$ cat src/rtl/core/vlad_pkg.sv
`timescale 1ns / 1ps
// vlad_pkg: word types, operation and status codes for the value list.
// No dependencies; imported by every file of the block but vlad_ram.
package vlad_pkg;

    localparam int DEPTH_DEF = 16;
    localparam int DATA_W    = 32;
    localparam int COUNT_W   = 5;

    typedef enum logic [1:0] {
        FUNC_APPEND = 2'd0,
        FUNC_DELETE = 2'd1,
        FUNC_DUMP   = 2'd2,
        FUNC_CLEAR  = 2'd3
    } func_t;

    typedef enum logic [1:0] {
        ST_OK       = 2'd0,
        ST_FULL     = 2'd1,
        ST_NOTFOUND = 2'd2,
        ST_EMPTY    = 2'd3
    } status_t;

    typedef struct packed {
        logic [1:0]               func;
        logic signed [DATA_W-1:0] value;
    } cmd_t;

    typedef struct packed {
        logic [1:0]               status;
        logic signed [DATA_W-1:0] item;
        logic                     last;
        logic [COUNT_W-1:0]       count;
    } rsp_t;

    typedef struct packed {
        logic load;
        rsp_t word;
    } emit_t;

endpackage

$ cat src/rtl/core/vlad_ram.sv
`timescale 1ns / 1ps
// vlad_ram: generic single-write, single-read RAM with registered read data.
// No dependencies.
module vlad_ram #(
    parameter int WIDTH = 32,
    parameter int DEPTH = 16
) (
    input  logic                     clk,
    input  logic                     we,
    input  logic [$clog2(DEPTH)-1:0] waddr,
    input  logic [WIDTH-1:0]         wdata,
    input  logic [$clog2(DEPTH)-1:0] raddr,
    output logic [WIDTH-1:0]         rdata
);

    logic [WIDTH-1:0] mem [DEPTH];
    logic [WIDTH-1:0] rdata_reg;

    always_ff @(posedge clk)
    begin
        if (we)
        begin
            mem[waddr] <= wdata;
        end
        rdata_reg <= mem[raddr];
    end

    assign rdata = rdata_reg;

endmodule

$ cat src/rtl/core/vlad_seq.sv
`timescale 1ns / 1ps
// vlad_seq: sequencer for append, delete, dump and clear, with the shared
// entry compare and the fill count. Depends on vlad_pkg.
module vlad_seq import vlad_pkg::*; #(
    parameter int DEPTH = DEPTH_DEF
) (
    input  logic                     clk,
    input  logic                     rst_n,
    input  logic                     cmd_valid,
    input  cmd_t                     cmd,
    output logic                     cmd_stall,
    input  logic                     out_free,
    output emit_t                    emit,
    output logic                     ram_we,
    output logic [$clog2(DEPTH)-1:0] ram_waddr,
    output logic [DATA_W-1:0]        ram_wdata,
    output logic [$clog2(DEPTH)-1:0] ram_raddr,
    input  logic [DATA_W-1:0]        ram_rdata
);

    localparam int AW = $clog2(DEPTH);
    localparam int FW = $clog2(DEPTH + 1);
    localparam logic [FW-1:0] FULL = FW'(DEPTH);

    typedef enum logic [3:0] {
        S_IDLE = 4'b0001,
        S_DEL  = 4'b0010,
        S_DUMP = 4'b0100,
        S_RESP = 4'b1000
    } state_t;

    state_t            state_reg, state_next;
    logic [FW-1:0]     fill_reg, fill_next;
    logic [AW-1:0]     idx_reg, idx_next;
    logic [FW-1:0]     w_reg, w_next;
    status_t           status_reg, status_next;
    logic [DATA_W-1:0] val_reg, val_next;

    logic              keep;
    logic [FW-1:0]     w_inc;
    logic [AW-1:0]     last_idx;

    always_ff @(posedge clk or negedge rst_n)
    begin
        if (!rst_n)
        begin
            state_reg  <= S_IDLE;
            fill_reg   <= '0;
            idx_reg    <= '0;
            w_reg      <= '0;
            status_reg <= ST_OK;
        end
        else
        begin
            state_reg  <= state_next;
            fill_reg   <= fill_next;
            idx_reg    <= idx_next;
            w_reg      <= w_next;
            status_reg <= status_next;
        end
    end

    always_ff @(posedge clk)
    begin
        val_reg <= val_next;
    end

    // shared compare: current entry against the delete value
    assign keep     = (ram_rdata != val_reg);
    assign w_inc    = w_reg + FW'(keep);
    assign last_idx = AW'(fill_reg - 1'b1);

    assign cmd_stall = (state_reg != S_IDLE);
    assign ram_raddr = idx_next;

    always_comb
    begin
        state_next  = state_reg;
        fill_next   = fill_reg;
        idx_next    = idx_reg;
        w_next      = w_reg;
        status_next = status_reg;
        val_next    = val_reg;
        ram_we      = 1'b0;
        ram_waddr   = AW'(fill_reg);
        ram_wdata   = cmd.value;
        emit        = '0;

        unique case (state_reg)
            S_IDLE:
            begin
                if (cmd_valid)
                begin
                    unique case (func_t'(cmd.func))
                        FUNC_APPEND:
                        begin
                            if (fill_reg == FULL)
                            begin
                                status_next = ST_FULL;
                            end
                            else
                            begin
                                ram_we      = 1'b1;
                                fill_next   = fill_reg + 1'b1;
                                status_next = ST_OK;
                            end
                            state_next = S_RESP;
                        end
                        FUNC_DELETE:
                        begin
                            if (fill_reg == '0)
                            begin
                                status_next = ST_EMPTY;
                                state_next  = S_RESP;
                            end
                            else
                            begin
                                val_next   = cmd.value;
                                idx_next   = '0;
                                w_next     = '0;
                                state_next = S_DEL;
                            end
                        end
                        FUNC_DUMP:
                        begin
                            if (fill_reg == '0)
                            begin
                                status_next = ST_EMPTY;
                                state_next  = S_RESP;
                            end
                            else
                            begin
                                idx_next   = last_idx;
                                state_next = S_DUMP;
                            end
                        end
                        FUNC_CLEAR:
                        begin
                            fill_next   = '0;
                            status_next = ST_OK;
                            state_next  = S_RESP;
                        end
                        default:
                        begin
                            state_next = S_IDLE;
                        end
                    endcase
                end
            end
            S_DEL:
            begin
                // survivors copied down; write slot never passes read slot
                if (keep)
                begin
                    ram_we    = 1'b1;
                    ram_waddr = AW'(w_reg);
                    ram_wdata = ram_rdata;
                    w_next    = w_inc;
                end
                if (idx_reg == last_idx)
                begin
                    if (w_inc == fill_reg)
                    begin
                        status_next = ST_NOTFOUND;
                    end
                    else
                    begin
                        fill_next   = w_inc;
                        status_next = ST_OK;
                    end
                    state_next = S_RESP;
                end
                else
                begin
                    idx_next = idx_reg + 1'b1;
                end
            end
            S_DUMP:
            begin
                if (out_free)
                begin
                    emit.load        = 1'b1;
                    emit.word.status = ST_OK;
                    emit.word.item   = ram_rdata;
                    emit.word.last   = (idx_reg == '0);
                    emit.word.count  = COUNT_W'(fill_reg);
                    if (idx_reg == '0)
                    begin
                        state_next = S_IDLE;
                    end
                    else
                    begin
                        idx_next = idx_reg - 1'b1;
                    end
                end
            end
            S_RESP:
            begin
                if (out_free)
                begin
                    emit.load        = 1'b1;
                    emit.word.status = status_reg;
                    emit.word.item   = '0;
                    emit.word.last   = 1'b1;
                    emit.word.count  = COUNT_W'(fill_reg);
                    state_next       = S_IDLE;
                end
            end
            default:
            begin
                state_next = S_IDLE;
            end
        endcase
    end

endmodule

$ cat src/rtl/core/value_list_append_delete.sv
`timescale 1ns / 1ps
// value_list_append_delete: top level of the bounded value list.
// Depends on vlad_pkg, vlad_ram and vlad_seq.
//
// Ordered list of up to DEPTH signed 32-bit values in one RAM, oldest first.
// One command word is taken at a time; cmd_stall is high until its last
// result word has been loaded into the output register. Delete walks the
// list through the single RAM read port and the shared compare, one entry a
// cycle. Dump reads one entry a cycle, newest first, unless rsp_stall holds
// the output register. Reset clears the fill count and control state only;
// no RAM clearing pass.
module value_list_append_delete import vlad_pkg::*; #(
    parameter int DEPTH = DEPTH_DEF
) (
    input  logic clk,
    input  logic rst_n,
    input  logic cmd_valid,
    output logic cmd_stall,
    input  cmd_t cmd,
    output logic rsp_valid,
    input  logic rsp_stall,
    output rsp_t rsp
);

    localparam int AW = $clog2(DEPTH);

    emit_t             emit;
    logic              out_free;
    logic              ram_we;
    logic [AW-1:0]     ram_waddr;
    logic [DATA_W-1:0] ram_wdata;
    logic [AW-1:0]     ram_raddr;
    logic [DATA_W-1:0] ram_rdata;

    logic rsp_valid_reg, rsp_valid_next;
    rsp_t rsp_reg, rsp_next;

    vlad_ram #(
        .WIDTH (DATA_W),
        .DEPTH (DEPTH)
    ) u_ram (
        .clk   (clk),
        .we    (ram_we),
        .waddr (ram_waddr),
        .wdata (ram_wdata),
        .raddr (ram_raddr),
        .rdata (ram_rdata)
    );

    vlad_seq #(
        .DEPTH (DEPTH)
    ) u_seq (
        .clk       (clk),
        .rst_n     (rst_n),
        .cmd_valid (cmd_valid),
        .cmd       (cmd),
        .cmd_stall (cmd_stall),
        .out_free  (out_free),
        .emit      (emit),
        .ram_we    (ram_we),
        .ram_waddr (ram_waddr),
        .ram_wdata (ram_wdata),
        .ram_raddr (ram_raddr),
        .ram_rdata (ram_rdata)
    );

    assign out_free = !rsp_valid_reg || !rsp_stall;

    always_comb
    begin
        rsp_valid_next = rsp_valid_reg;
        rsp_next       = rsp_reg;
        if (emit.load)
        begin
            rsp_valid_next = 1'b1;
            rsp_next       = emit.word;
        end
        else if (!rsp_stall)
        begin
            rsp_valid_next = 1'b0;
        end
    end

    always_ff @(posedge clk or negedge rst_n)
    begin
        if (!rst_n)
        begin
            rsp_valid_reg <= 1'b0;
        end
        else
        begin
            rsp_valid_reg <= rsp_valid_next;
        end
    end

    always_ff @(posedge clk)
    begin
        rsp_reg <= rsp_next;
    end

    assign rsp_valid = rsp_valid_reg;
    assign rsp       = rsp_reg;

endmodule

$ cat config.mk
export PLATFORM = sky130hd
export DESIGN_NAME = value_list_append_delete
export DESIGN_NICKNAME = d
export VERILOG_FILES = /design/src/rtl/core/vlad_pkg.sv /design/src/rtl/core/vlad_ram.sv /design/src/rtl/core/vlad_seq.sv /design/src/rtl/core/value_list_append_delete.sv
export SDC_FILE = /design/constraint.sdc
export NUM_CORES = 1
export LEC_CHECK = 0
export BUFFER_PORTS_ARGS = -buffer_cell sky130_fd_sc_hd__buf_2
export CORE_MARGIN = 5
export CORE_UTILIZATION = 55
export DETAILED_ROUTE_END_ITERATION = 8
export GPL_TIMING_DRIVEN = 0
export MAX_ROUTING_LAYER = met4
export PLACE_DENSITY = 0.72
export SETUP_SLACK_MARGIN = 0.3
export SKIP_LAST_GASP = 1
export SYNTH_ARGS = -nofsm -noshare
export SYNTH_HDL_FRONTEND = slang
export SYNTH_HIERARCHICAL = 1
export SYNTH_SLANG_ARGS = --single-unit
$ cat constraint.sdc
create_clock -name clk -period 7.7 [get_ports clk]
set_input_delay 0.385 -clock clk [delete_from_list [all_inputs] [get_ports clk]]
set_output_delay 0.385 -clock clk [all_outputs]
set_load 0.02 [all_outputs]
Word level (Yosys, flattened, before mapping)
Memory sizes are Yosys's and may differ from the RTL's. A register that Yosys moved wholly into a read port is not among the register bits. Cells that the tools add are included.

Add/subtract/negate cells: 5. Multiply operators: 0. Div/mod/pow operators: 0. Magnitude comparators: 0. Equal/unequal tests: 25. Shift-type cells: 0. Mux-type cells: 51. Bitwise operators: 1. Reductions and logical operators: 14.

Operators with widths (number): $mux W41 (2); $pmux W41 S2 (1); $mux W32 (2); $mux W4 (15); $mux W5 (8); $ne A32 B32 Y1 (1); $pmux W5 S2 (3); $pmux W4 S3 (2); $pmux W4 S4 (1); $ne A2 B2 Y1 const B (6); $reduce_and A5 Y1 (2); $mux W1 (9); $mux W2 (4); $ne A2 B1 Y1 const B (4); $pmux W4 S2 (1); $reduce_and A4 Y1 (2); $sub A4 B1 Y4 const B (2); $ne A3 B3 Y1 const B (2); $pmux W2 S3 (1); $reduce_and A6 Y1 (1); $add A5 B1 Y5 (1); $add A5 B1 Y5 const B (1); $eq A5 B5 Y1 (1); $eq A5 B5 Y1 const B (1); 20 further kinds (23).

Flip-flop bits (word level): 93. Latch bits: 0. Bits in writable memories: 512. Bits in read-only memories: 0. Input port bits: 38. Output and inout port bits: 42. Word-level logic and storage cells: 108. Memories kept: 1.

Memories: u_ram.mem (words 16, bits a word 32, rd ports 1, clocked after memory_dff 1, wr ports 1, RTL line vlad_ram.sv:16) `logic [WIDTH-1:0] mem [DEPTH];`.

Longest topological paths before layout
Gate-level depths: netlist (run 1).

Depth after elaboration: 7. Depth in mapped cells: 14. Mapped depth without buffers: 12.

Hierarchy
The synthesis (run 1) kept the hierarchy.

By module, submodules not included: vlad_ram (times used 1, cells an instance 838, area each 19835.3 µm², seq. area each 16015.4 µm²); vlad_seq (times used 1, cells an instance 379, area each 3782.4 µm², seq. area each 1462.7 µm²); value_list_append_delete (times used 1, cells an instance 43, area each 1237.4 µm², seq. area each 1226.2 µm²).

Least setup slack after synthesis (run 1)
Ideal clock, no wire load.

Kind: reg2reg. Start: register u_seq.state_reg[2]. End: memory u_ram.mem[0][0] (enable). Setup time: 461 ps. Arrival: 4611 ps. Required time: 7239 ps. Path slack: 2628 ps. Stages on the path, launching flop included: 9. Path buffers: 3. Period minus slack after synthesis: 5072 ps. Path through: dfrtp_1 clkbuf_1 or4b_1 clkbuf_2 a21oi_2 buf_2 mux2_2 or3b_2 nor3_1.

Elaborated cells between the ends (all ways): 6. Classes of those cells: eq/ne (2); mux (4).

RTL lines: start, declared (RTL line vlad_seq.sv:32) `state_t state_reg, state_next;`; start signal, assigned (RTL line vlad_seq.sv:55) `state_reg <= state_next;`; $eq A4 B2 Y1 (RTL line vlad_seq.sv:89) `unique case (state_reg)`; $mux W4 (RTL line vlad_seq.sv:89); via ram_waddr[2] (RTL line value_list_append_delete.sv:30) `logic [AW-1:0] ram_waddr;`; end, declared (RTL line vlad_ram.sv:16).

The timed path passes the listed nets, and every way through them passes these cells.

Final worst setup path (run 1)
Start: register u_seq.val_reg[1]. End: memory u_ram.mem[14][15] (enable).

Elaborated cells between the ends (all ways): 7. Classes of those cells: eq/ne (1); mux (6).

RTL lines: start, declared (RTL line vlad_seq.sv:37) `logic [DATA_W-1:0] val_reg, val_next;`; start signal, assigned (RTL line vlad_seq.sv:65) `val_reg <= val_next;`; $ne A32 B32 Y1 (RTL line vlad_seq.sv:69) `assign keep = (ram_rdata != val_reg);`; $mux W4 (RTL line vlad_seq.sv:153) `if (keep)`; $mux W4 (RTL line vlad_seq.sv:89); via ram_waddr[1] (RTL line value_list_append_delete.sv:30).

The timed path passes the listed nets, and every way through them passes these cells.

==> impl_metrics.ini, run 1 <==
[timing]
fmax_ghz = 0.183
timing.final.crit_share_pct = 71.0
hold_viol = 0
rsz0062_at_grt = false
fin_skew_ns = 0.0168
drv_slew = 0
max_slew_margin_pct = 18.8
final-setup-viol-count = 0
worstMarginPinSlew_ns = 1.21
hold-worst-slack_ns = 0.0212
min_period_ns = 5.47

[drt]
first_pass_iters = 5
drt.antenna.violating_nets = 0
wl_per_cell_microns = 28.5
first_iter_violations = 1796
drcViolationCount = 0
vias_per_cell = 6.29
num_vias = 13200
wirelength_microns = 59800

[global_route]
antenna_found_initial = 1
grt_pass1_wl_microns = 87600
overflow = 0
grt_pass1_vias = 13100
grt_use_total_pct = 24.9
grt_max_degree = 28

[synthesis]
synth_area_per_cell_sq_um = 19.7
yosysWarnings = 6
yosys.cell_types.count = 62
syn_area_sq_mm = 0.0249
synthArstFlopShare_pct = 3.30
ys_ff_latch = 637
yosysSeqAreaShare_pct = 75.3
syn_inst = 1260
synthFlopType = edfxtp_1
synth_edf_count = 584
synth_nets = 1309

[die]
initial_core_util_pct = 55.8
ioPinCount = 80
std_cell_rows = 77
die_area_sq_mm = 0.0495
die_h_microns = 223
fp.dieW_microns = 223
core_area_sq_mm = 0.0445

[worst_setup_path]
r2r_start = u_seq/val_reg[1]
regToRegSetupSlack_ns = 2.23
reg2reg_depth = 10
crit_type = reg -> reg
end_kind = register
cp-start-kind = register
cp-startpoint = u_seq/val_reg[1]
crit_arrival_ns = 5.75
crit_required_ns = 7.98
worstReg2RegEnd = u_ram/mem[14][15]
path_max_fanout = 12

[cts]
htreeDepth = 3
post_cts_buffers = 0
cts_tree = yes
cts_buffers = 66
path_clk_slew_ns = 0.06
clock_latency_ns = 0.58
clk_path_buf_depth = 3
cts_sinks = 637
cts_root_buffer = clkbuf_16

[power]
p_leak_nw = 9.53
peakVddDrop_uv = 196
power_mw = 10.7
power_density_mw_per_mm2 = 370

[layout]
multi_input_area_sq_mm = 0.00590
finalNonFillerCells = 2097
ff_latch_area_sq_mm = 0.0187
largest_reg_flops = 512
nets = 1503
n_fill_cell = 2981
final_area_sq_mm = 0.0289
area_growth_pct = 16.2
drive_gt1_share_pct = 27.7

[worst_hold_path]
hp-start = cmd[10]
hold_path_class = in -> reg
whs_path_depth = 1
holdPathEnd = u_seq/val_reg[10]

[placed_design]
gp_congestion = 0.861
dpl.hpwl_microns = 38500
dp_cells = 1964
postPlaceCellArea_sq_mm = 0.0267
io_buffers = 79

[run]
maxCapViolations = 0

[status]
status = completed
final cells by class:
class	count	share of cell area, %
Clock inverter	21	0.572
Clock buffer	97	6.55
Buffer	67	1.08
Antenna cell	1	0.00866
Timing Repair Buffer	126	3.88
Tap cell	592	2.56
Sequential cell	637	64.8
Multi-Input combinational cell	544	20.4
Inverter	12	0.156
metrics by stage:
step	setup TNS, ns	utilization [%]	worst slack (ns)
after CTS	0	64.9	2.19
after global placement	-143.41	58.4	-1.48
final	0	64.9	2.23
after detailed placement	0	60.0	2.23
after global routing	0	64.9	2.04
after floorplan	0	-	2.63
cells by family (layout without fill, tap and decap cells):
kind of cell / Yosys count / in the layout / synth area share [%]
flops: 637 / 637 / 75.3
simple gates: 193 / 193 / 4.02
mux: 168 / 168 / 13.4
compound gates: 121 / 121 / 3.41
buf+inv: 79 / 323 / 1.44
xor+xnor: 51 / 51 / 1.93
fa+ha+maj: 11 / 11 / 0.554
other cells: 0 / 1 / 0
metal layers:
layer	vias up	wire length, microns	part of all wire (%)	track usage [%]
met1	6905	23300	39	34.1
met3	109	5310	8.9	4.09
met5	-	0	0	-
met4	0	1500	2.5	6.62
li1	5512	-	-	-
met2	674	29700	50	39.8
critical path, stage by stage (launching register included):
cell and delay [ns]:
edfxtp_1 0.40, xnor2_1 0.32, nand4_1 0.30, nor4_1 1.08, a21oi_2 0.39, buf_2 0.34, o21ai_0 0.81, nand2b_1 0.50
nor2_4 0.60, buf_16 0.23, buf_16 0.18
worst max path at each step:
stage | endpoint | depth (start not counted)
global placement | u_ram/mem[0][13] | 8
detailed placement | u_ram/mem[0][13] | 10
finish | u_ram/mem[14][15] | 10
global route | u_ram/mem[14][15] | 10
floorplan | u_ram/mem[0][0] | 8
CTS | u_ram/mem[14][14] | 10
timing repair:
item,in CTS,in global routing
hold buffers,14,0
hold endpoints to repair,33,0
gates resized for setup,0,0
cell usage after synthesis, types with 20 or more instances:
| library cell | n | area, sq um |
|---|---|---|
| a22oi_1 | 65 | 488 |
| and3_1 | 40 | 250 |
| clkbuf_1 | 31 | 116 |
| dfrtp_1 | 20 | 500 |
| dfxtp_1 | 32 | 641 |
| edfxtp_1 | 584 | 17500 |
| mux2_2 | 34 | 383 |
| mux4_2 | 128 | 2880 |
| nand2_1 | 58 | 218 |
| nor2_1 | 31 | 116 |
| o21ai_0 | 20 | 100 |
| xnor2_1 | 43 | 377 |
layout by cell type (no fill, tap or decap), types with 11 or more instances in the layout:
cell	n
dfxtp_1	32
ha_1	11
nand4_1	11
dfrtp_1	20
a21oi_1	14
clkbuf_1	54
nor2_4	12
nand2_1	58
buf_4	12
o21ai_0	20
xnor2_1	43
dlygate4sd3_1	14
mux4_2	128
a22oi_1	65
clkbuf_16	70
buf_2	94
and3_1	40
nor2_1	19
edfxtp_1	584
buf_6	12
mux2_2	34
report_power, final:
part,total (mW),internal (mW),switching [mW]
combinational,3.36,1.40,1.96
sequential,4.29,4.10,0.184
clock,3.04,1.77,1.26
total,10.7,7.28,3.40
(Power assumes the default switching activity.)
==> run 2, diff against run 1 <==
Clock period 7.7 ns to 5.66 ns, I/O delays scaled along.
==> impl_metrics.ini, run 2 (same netlist as run 1, synthesis figures left out) <==
[worst_setup_path]
path_max_fanout = 12
cp-startpoint = u_seq/val_reg[7]
cp-start-kind = register
crit_type = reg -> reg
r2r_start = u_seq/val_reg[7]
crit_family = simple AND/OR/NAND/NOR gates
end_kind = register
critPathSlowestCell = o21ai_0
cpMostUsedCell = buf_16
crit_arrival_ns = 5.42
worstPathCellList = xnor2_1, nand4_1, nor4_2, a21oi_2, buf_2, o21ai_0, nand2b_1, nor2_4, buf_16, buf_16
path_buf_inv = 3
slowest_delay_ns = 0.81
crit_required_ns = 5.94

[power]
power_mw = 14.5
power_density_mw_per_mm2 = 500
p_leak_nw = 9.61
peakVddDrop_uv = 269

[timing]
drv_slew = 0
fin_skew_ns = 0.0151
final-setup-viol-count = 0
max_slew_margin_pct = 32.1
timing.final.crit_share_pct = 90.9
hold_viol = 0
min_period_ns = 5.14
rsz0062_at_grt = false
worstMarginPinSlew_ns = 1.01
setup_tns_ns = 0
fmax_ghz = 0.194

[placed_design]
dp_cells = 1964
io_buffers = 79
postPlaceCellArea_sq_mm = 0.0267
dpl.hpwl_microns = 38500
gp_congestion = 0.861

[layout]
largest_reg_flops = 512
finalNonFillerCells = 2116
nets = 1523
drive_gt1_share_pct = 27.5
n_fill_cell = 2971
final_area_sq_mm = 0.0291
area_growth_pct = 17.1
layout_commonest_cell = edfxtp_1
mostFrequentLayoutCells = edfxtp_1 (584), mux4_2 (128), buf_2 (94)
antenna-diode-count = 0

[die]
ioPinCount = 80
initial_core_util_pct = 55.8
die_area_sq_mm = 0.0495
std_cell_rows = 77
fp.dieW_microns = 223
die_h_microns = 223
core_area_sq_mm = 0.0445

[drt]
first_pass_iters = 6
drt.antenna.violating_nets = 0
num_vias = 13200
routed.top_layer = met4
dr_wl_met3_microns = 5650
wirelength_microns = 60000
vias_per_cell = 6.23
routed-wl-met2_microns = 29800
wl_per_cell_microns = 28.4
first_iter_violations = 1737
drcViolationCount = 0
met1_length_microns = 23000

[cts]
cts_tree = yes
clock_latency_ns = 0.58
cts_sinks = 637
path_clk_slew_ns = 0.06
cts_root_buffer = clkbuf_16
post_cts_buffers = 0
clk_path_buf_depth = 3
cts_buffers = 66
htreeDepth = 3

[global_route]
grt_use_total_pct = 25.0
grt_pass1_wl_microns = 87900
grt_max_degree = 28
overflow = 0
antenna_found_initial = 0
grt_pass1_vias = 13200

[run]
maxCapViolations = 0

[worst_hold_path]
hp-start = cmd_valid
hold_path_class = in -> reg

[status]
status = completed
-- run 2: cell count changes in the layout (fill, tap and decap cells not counted), sizes merged --
cell | previous run | this run
diode | 1 | 0
dlygate4sd3 | 14 | 34
-- run 2: final cells by class --
type / instances / area (sq um) / share of cell area [%]
timing repair buffer: 146 / 1320 / 4.54
buffer: 67 / 313 / 1.08
multi-input combinational: 544 / 5920 / 20.3
tap: 592 / 741 / 2.55
clock inverter: 21 / 165 / 0.568
sequential: 637 / 18700 / 64.3
inverter: 12 / 45.0 / 0.155
clock buffer: 97 / 1890 / 6.51
-- run 2: timing repair --
action,4_1_cts,5_1_grt
resized for setup,2,0
setup endpoints to repair,153,0
hold endpoints to repair,53,0
hold buffers,34,0
-- run 2: path summary, 6_finish.rpt --
path / end / slack [ns] / cells past startpoint
max in group asynchronous: u_seq/state_reg[0] / 5.06 / 2
hold reg to reg: u_seq/status_reg[1] / 0.51 / 1
setup / recovery: u_ram/mem[14][15] / 0.52 / 10
setup reg to reg: u_ram/mem[14][15] / 0.52 / 10
hold / removal: u_seq/state_reg[3] / 0.07 / 3
min in group asynchronous: u_seq/fill_reg[1] / 0.22 / 2
-- run 2: metal layers --
layer / up-vias / track usage, %
li1: 5548 / -
met1: 6896 / 34.1
met2: 647 / 39.9
met3: 100 / 4.20
met4: 0 / 6.80
met5: - / -
-- run 2: power breakdown --
part	leakage, nW	switching [mW]	internal, mW	total, mW
registers	5.81	0.249	5.58	5.83
logic	2.80	2.66	1.91	4.58
clock network	1.00	1.72	2.41	4.13
total	9.61	4.63	9.91	14.5
-- run 2: metrics by stage --
stage / worst slack (ns) / utilization (%) / hold slack [ns]
after detailed placement: 0.193 / 60.0 / 0.290
after global routing: 0.437 / 65.4 / 0.0884
final: 0.516 / 65.4 / 0.0695
after floorplan: 0.588 / - / -0.0126
after CTS: 0.578 / 65.4 / 0.0445
after global placement: -3.52 / 58.4 / 0.285
-- run 2: worst register-to-register path, stage by stage, from the launching register on --
cell      delay (ns)
edfxtp_1        0.38
xnor2_1         0.50
nand4_1         0.39
nor4_2          0.62
a21oi_2         0.30
buf_2           0.30
o21ai_0         0.81
nand2b_1        0.50
nor2_4          0.60
buf_16          0.24
buf_16          0.18
